==> src/sv/rvv_mul.sv <==
// Two-stage unsigned multiplier: 32x32 partial products registered, then summed and registered.
// No dependencies.
`default_nettype none
module rvv_mul #(
  parameter int AW = 32,
  parameter int BW = 32
) (
  input  wire logic             clk_i,
  input  wire logic [AW-1:0]    a_i,
  input  wire logic [BW-1:0]    b_i,
  output logic      [AW+BW-1:0] p_o
);

  localparam int NA  = (AW + 31) / 32;
  localparam int NB  = (BW + 31) / 32;
  localparam int AXW = 32 * NA;
  localparam int BXW = 32 * NB;
  localparam int PW  = AXW + BXW;

  logic [AXW-1:0] a_ext;
  logic [BXW-1:0] b_ext;
  logic [63:0]    pp_q [NA*NB];
  logic [PW-1:0]  acc;

  assign a_ext = AXW'(a_i);
  assign b_ext = BXW'(b_i);

  always_ff @(posedge clk_i) begin
    for (int i = 0; i < NA; i++) begin
      for (int j = 0; j < NB; j++) begin
        pp_q[i*NB+j] <= 64'(a_ext[32*i +: 32]) * 64'(b_ext[32*j +: 32]);
      end
    end
  end

  always_comb begin
    acc = '0;
    for (int i = 0; i < NA; i++) begin
      for (int j = 0; j < NB; j++) begin
        acc = acc + (PW'(pp_q[i*NB+j]) << (32 * (i + j)));
      end
    end
  end

  always_ff @(posedge clk_i) begin
    p_o <= acc[AW+BW-1:0];
  end

endmodule
`default_nettype wire

==> config.mk <==
export PLATFORM = sky130hd
export DESIGN_NAME = rvv_mul
export DESIGN_NICKNAME = d
export VERILOG_FILES = /design/src/sv/rvv_mul.sv
export SDC_FILE = /design/constraint.sdc
export NUM_CORES = 2
export LEC_CHECK = 0
export BUFFER_PORTS_ARGS = -buffer_cell sky130_fd_sc_hd__buf_4
export CORE_MARGIN = 2
export CORE_UTILIZATION = 50
export DETAILED_ROUTE_END_ITERATION = 12
export MAX_ROUTING_LAYER = met4
export PLACE_DENSITY = 0.76
export SLEW_MARGIN = 20
export SYNTH_ARGS = -nofsm -noshare
export SYNTH_HDL_FRONTEND = slang
export SYNTH_SLANG_ARGS = --single-unit
export TNS_END_PERCENT = 20
==> constraint.sdc <==
create_clock -name clk_i -period 12.95 [get_ports clk_i]
set_input_delay 2.59 -clock clk_i [delete_from_list [all_inputs] [get_ports clk_i]]
set_output_delay 2.59 -clock clk_i [all_outputs]
set_load 0.01 [all_outputs]
==> impl_metrics.env <==
export IMPL_run_status="completed"
export IMPL_synth_compound_area_share_pct=3.71
export IMPL_max_freq_mhz=98.2
export IMPL_hold_start="pp_q[0][42]"
export IMPL_globalRouteTotalUtil_pct=26.2
export IMPL_antenna_left=0
export IMPL_worst_pin_slew_ns=0.748
export IMPL_postCtsSetupBuffers=0
export IMPL_multi_input_area_um2=29100
export IMPL_grt_overflow_total=0
export IMPL_timing_final_crit_share_pct=78.6
export IMPL_setup_ws_ns=2.77
export IMPL_portBuffers=128
export IMPL_slew_limit_headroom_pct=49.6
export IMPL_yosys_area_share_simple_pct=16.8
export IMPL_gp_congestion=0.922
export IMPL_wl_per_cell_um=18.9
export IMPL_post_dp_hpwl_um=69900
export IMPL_coreArea_um2=71200
export IMPL_final_hold_violation_count=0
export IMPL_fin_nets=4948
export IMPL_drt_pass1_iter_count=6
export IMPL_met3_length_um=5800
export IMPL_grt_pass1_vias=28116
export IMPL_numCtsBuffers=17
export IMPL_dpl_worst_slack_ns=2.36
export IMPL_met2_length_um=44700
export IMPL_yosysWarnings=0
export IMPL_register_area_um2=2560
export IMPL_clock_sinks=128
export IMPL_critPathMaxFanout=32
export IMPL_io_pins=129
export IMPL_clkTransAtPathRegs_ns=0.07
export IMPL_nFillCells=6338
export IMPL_clock_skew_ns=0.0151
export IMPL_drive_gt1_share_pct=4.76
export IMPL_drv_cap=0
export IMPL_ys_seq_elements=128
export IMPL_via_per_inst=5.35
export IMPL_syn_area_per_cell_um2=9.45
export IMPL_fin_cells=4688
export IMPL_final_util_pct=52.9
export IMPL_holdCritPathClass="reg -> reg"
export IMPL_rows=98
export IMPL_place_inst=4655
export IMPL_worstSetupEndpointType="flop"
export IMPL_async_flop_share_pct=0
export IMPL_grt_pass1_wl_um=146000
export IMPL_start_kind="input port"
export IMPL_cts_root_buf="clkbuf_16"
export IMPL_synth_top_cells_by_area="fa_1, and2_1, ha_1, inv_1, dfxtp_1"
export IMPL_slew_viol_final=0
export IMPL_die_x_um=272
export IMPL_htreeDepth=4
export IMPL_tritoncts="yes"
export IMPL_setup_viol=0
export IMPL_wl_met1_um=33000
export IMPL_cts_resized=0
export IMPL_synth_top_family_by_area="adder cells"
export IMPL_rsz0062_at_grt="false"
export IMPL_arrival_ns=10.53
export IMPL_synthCells=3791
export IMPL_start_util_pct=50.3
export IMPL_routed_wirelength_um=88700
export IMPL_num_vias=25087
export IMPL_drtIter0Drc=1793
export IMPL_synthAdderAreaFrac_pct=59.3
export IMPL_fin_tns_setup_ns=0
export IMPL_clock_tree_buffer_depth=2
export IMPL_synth_common_cells="fa_1, inv_1, and2_1, nand2_1, ha_1"
export IMPL_synth_distinct_cells=71
export IMPL_synthDominantCellAreaShare_pct=50.1
export IMPL_ys_flop_type="dfxtp_1"
export IMPL_crit_type="in -> reg"
export IMPL_grt_max_degree=33
export IMPL_synthToLayoutAreaGrowth_pct=5.12
export IMPL_yosysSeqAreaShare_pct=7.15
export IMPL_antenna_found_initial=1
export IMPL_synth_mux_area_share_pct=0.0279
export IMPL_fin_crit_ns=10.18
export IMPL_hold_buffers=0
export IMPL_yosysMostFrequentCell="fa_1"
export IMPL_maxUsedRoutingLayer="met4"
export IMPL_synth_top_area_cell="fa_1"
export IMPL_startpoint="a_i[16]"
export IMPL_die_area_um2=73800
export IMPL_synth_nets=5015
export IMPL_timing_rr_start="pp_q[0][17]"
export IMPL_syn_area_um2=35800
export IMPL_synthXorXnorAreaFrac_pct=1.52
export IMPL_crit_required_ns=13.30
export IMPL_chipHeight_um=272
export IMPL_clock_latency_ns=0.47
export IMPL_synth_edf_count=0
export IMPL_drc=0
worst paths after layout:
| check | depth (start not counted) | to | slack (ns) |
|---|---|---|---|
| worst max register to register | 0 | p_o[17] | 12.49 |
| worst min register to register | 0 | p_o[42] | 0.31 |
| worst max-delay path | 25 | pp_q[0][60] | 2.77 |
| worst min-delay path | 0 | p_o[42] | 0.31 |
kinds of logic after synthesis:
| kind of cell | count (synthesis) |
|---|---|
| and+or+nand+nor | 1164 |
| adders and majority gates | 1159 |
| buffers and inverters | 1075 |
| AOI/OAI and AO/OA | 202 |
| DFF | 128 |
| xor gates and xnor gates | 62 |
| muxes | 1 |
cells in the final DEF (no fill, tap or decap), types with 32 or more instances in the layout:
| master | synthesis | layout |
|---|---|---|
| a21oi_1 | 65 | 65 |
| o21ai_0 | 36 | 36 |
| xnor2_1 | 35 | 35 |
| inv_1 | 861 | 861 |
| and2_1 | 599 | 599 |
| fa_1 | 896 | 896 |
| ha_1 | 263 | 263 |
| buf_4 | 4 | 128 |
| a21o_1 | 32 | 32 |
| dfxtp_1 | 128 | 128 |
| nand2_1 | 473 | 473 |
metrics by stage:
step                cell area (um2)  hold WS [ns]
floorplan                     35800         0.310
global placement              37100         0.310
detailed placement            37100         0.312
CTS                           37700         0.317
global route                  37700         0.324
finish                        37700         0.311
final cells by class:
class / instances / share of cell area [%]
antenna: 1 / 0.00665
inverter: 861 / 8.58
clock inverter: 13 / 0.349
clock buffer: 19 / 1.18
timing repair buffer: 128 / 2.55
multi-input combinational: 2588 / 77.4
tap: 950 / 3.16
sequential: 128 / 6.81
flip-flops by register name (all words and copies together), names as in the netlist:
signal  count
p_o        64
pp_q       64
per-layer routing:
layer  vias up  GRT usage [%]
li1      10809              -
met1     12979           30.8
met2      1055           43.8
met3       244           3.58
met4         0           14.0
met5         -              -
critical path, cell delays in order:
cell and delay (ns):
buf_4 0.24, and2_1 0.22, fa_1 0.54, inv_1 0.06
fa_1 0.53, inv_1 0.06, fa_1 0.48, fa_1 0.73
fa_1 0.49, fa_1 0.46, fa_1 0.50, inv_1 0.05
fa_1 0.47, inv_1 0.05, ha_1 0.34, and3_1 0.19
and3_2 0.24, and2_4 0.18, a2111o_1 0.39, a32oi_1 0.33
a31oi_1 0.26, a221o_1 0.41, a221oi_1 0.42, o21ai_1 0.13
xor2_1 0.15
Power is left out: the tool's default activity adds up to more than one toggle a clock period on the data nets, which glitch-free logic cannot reach.
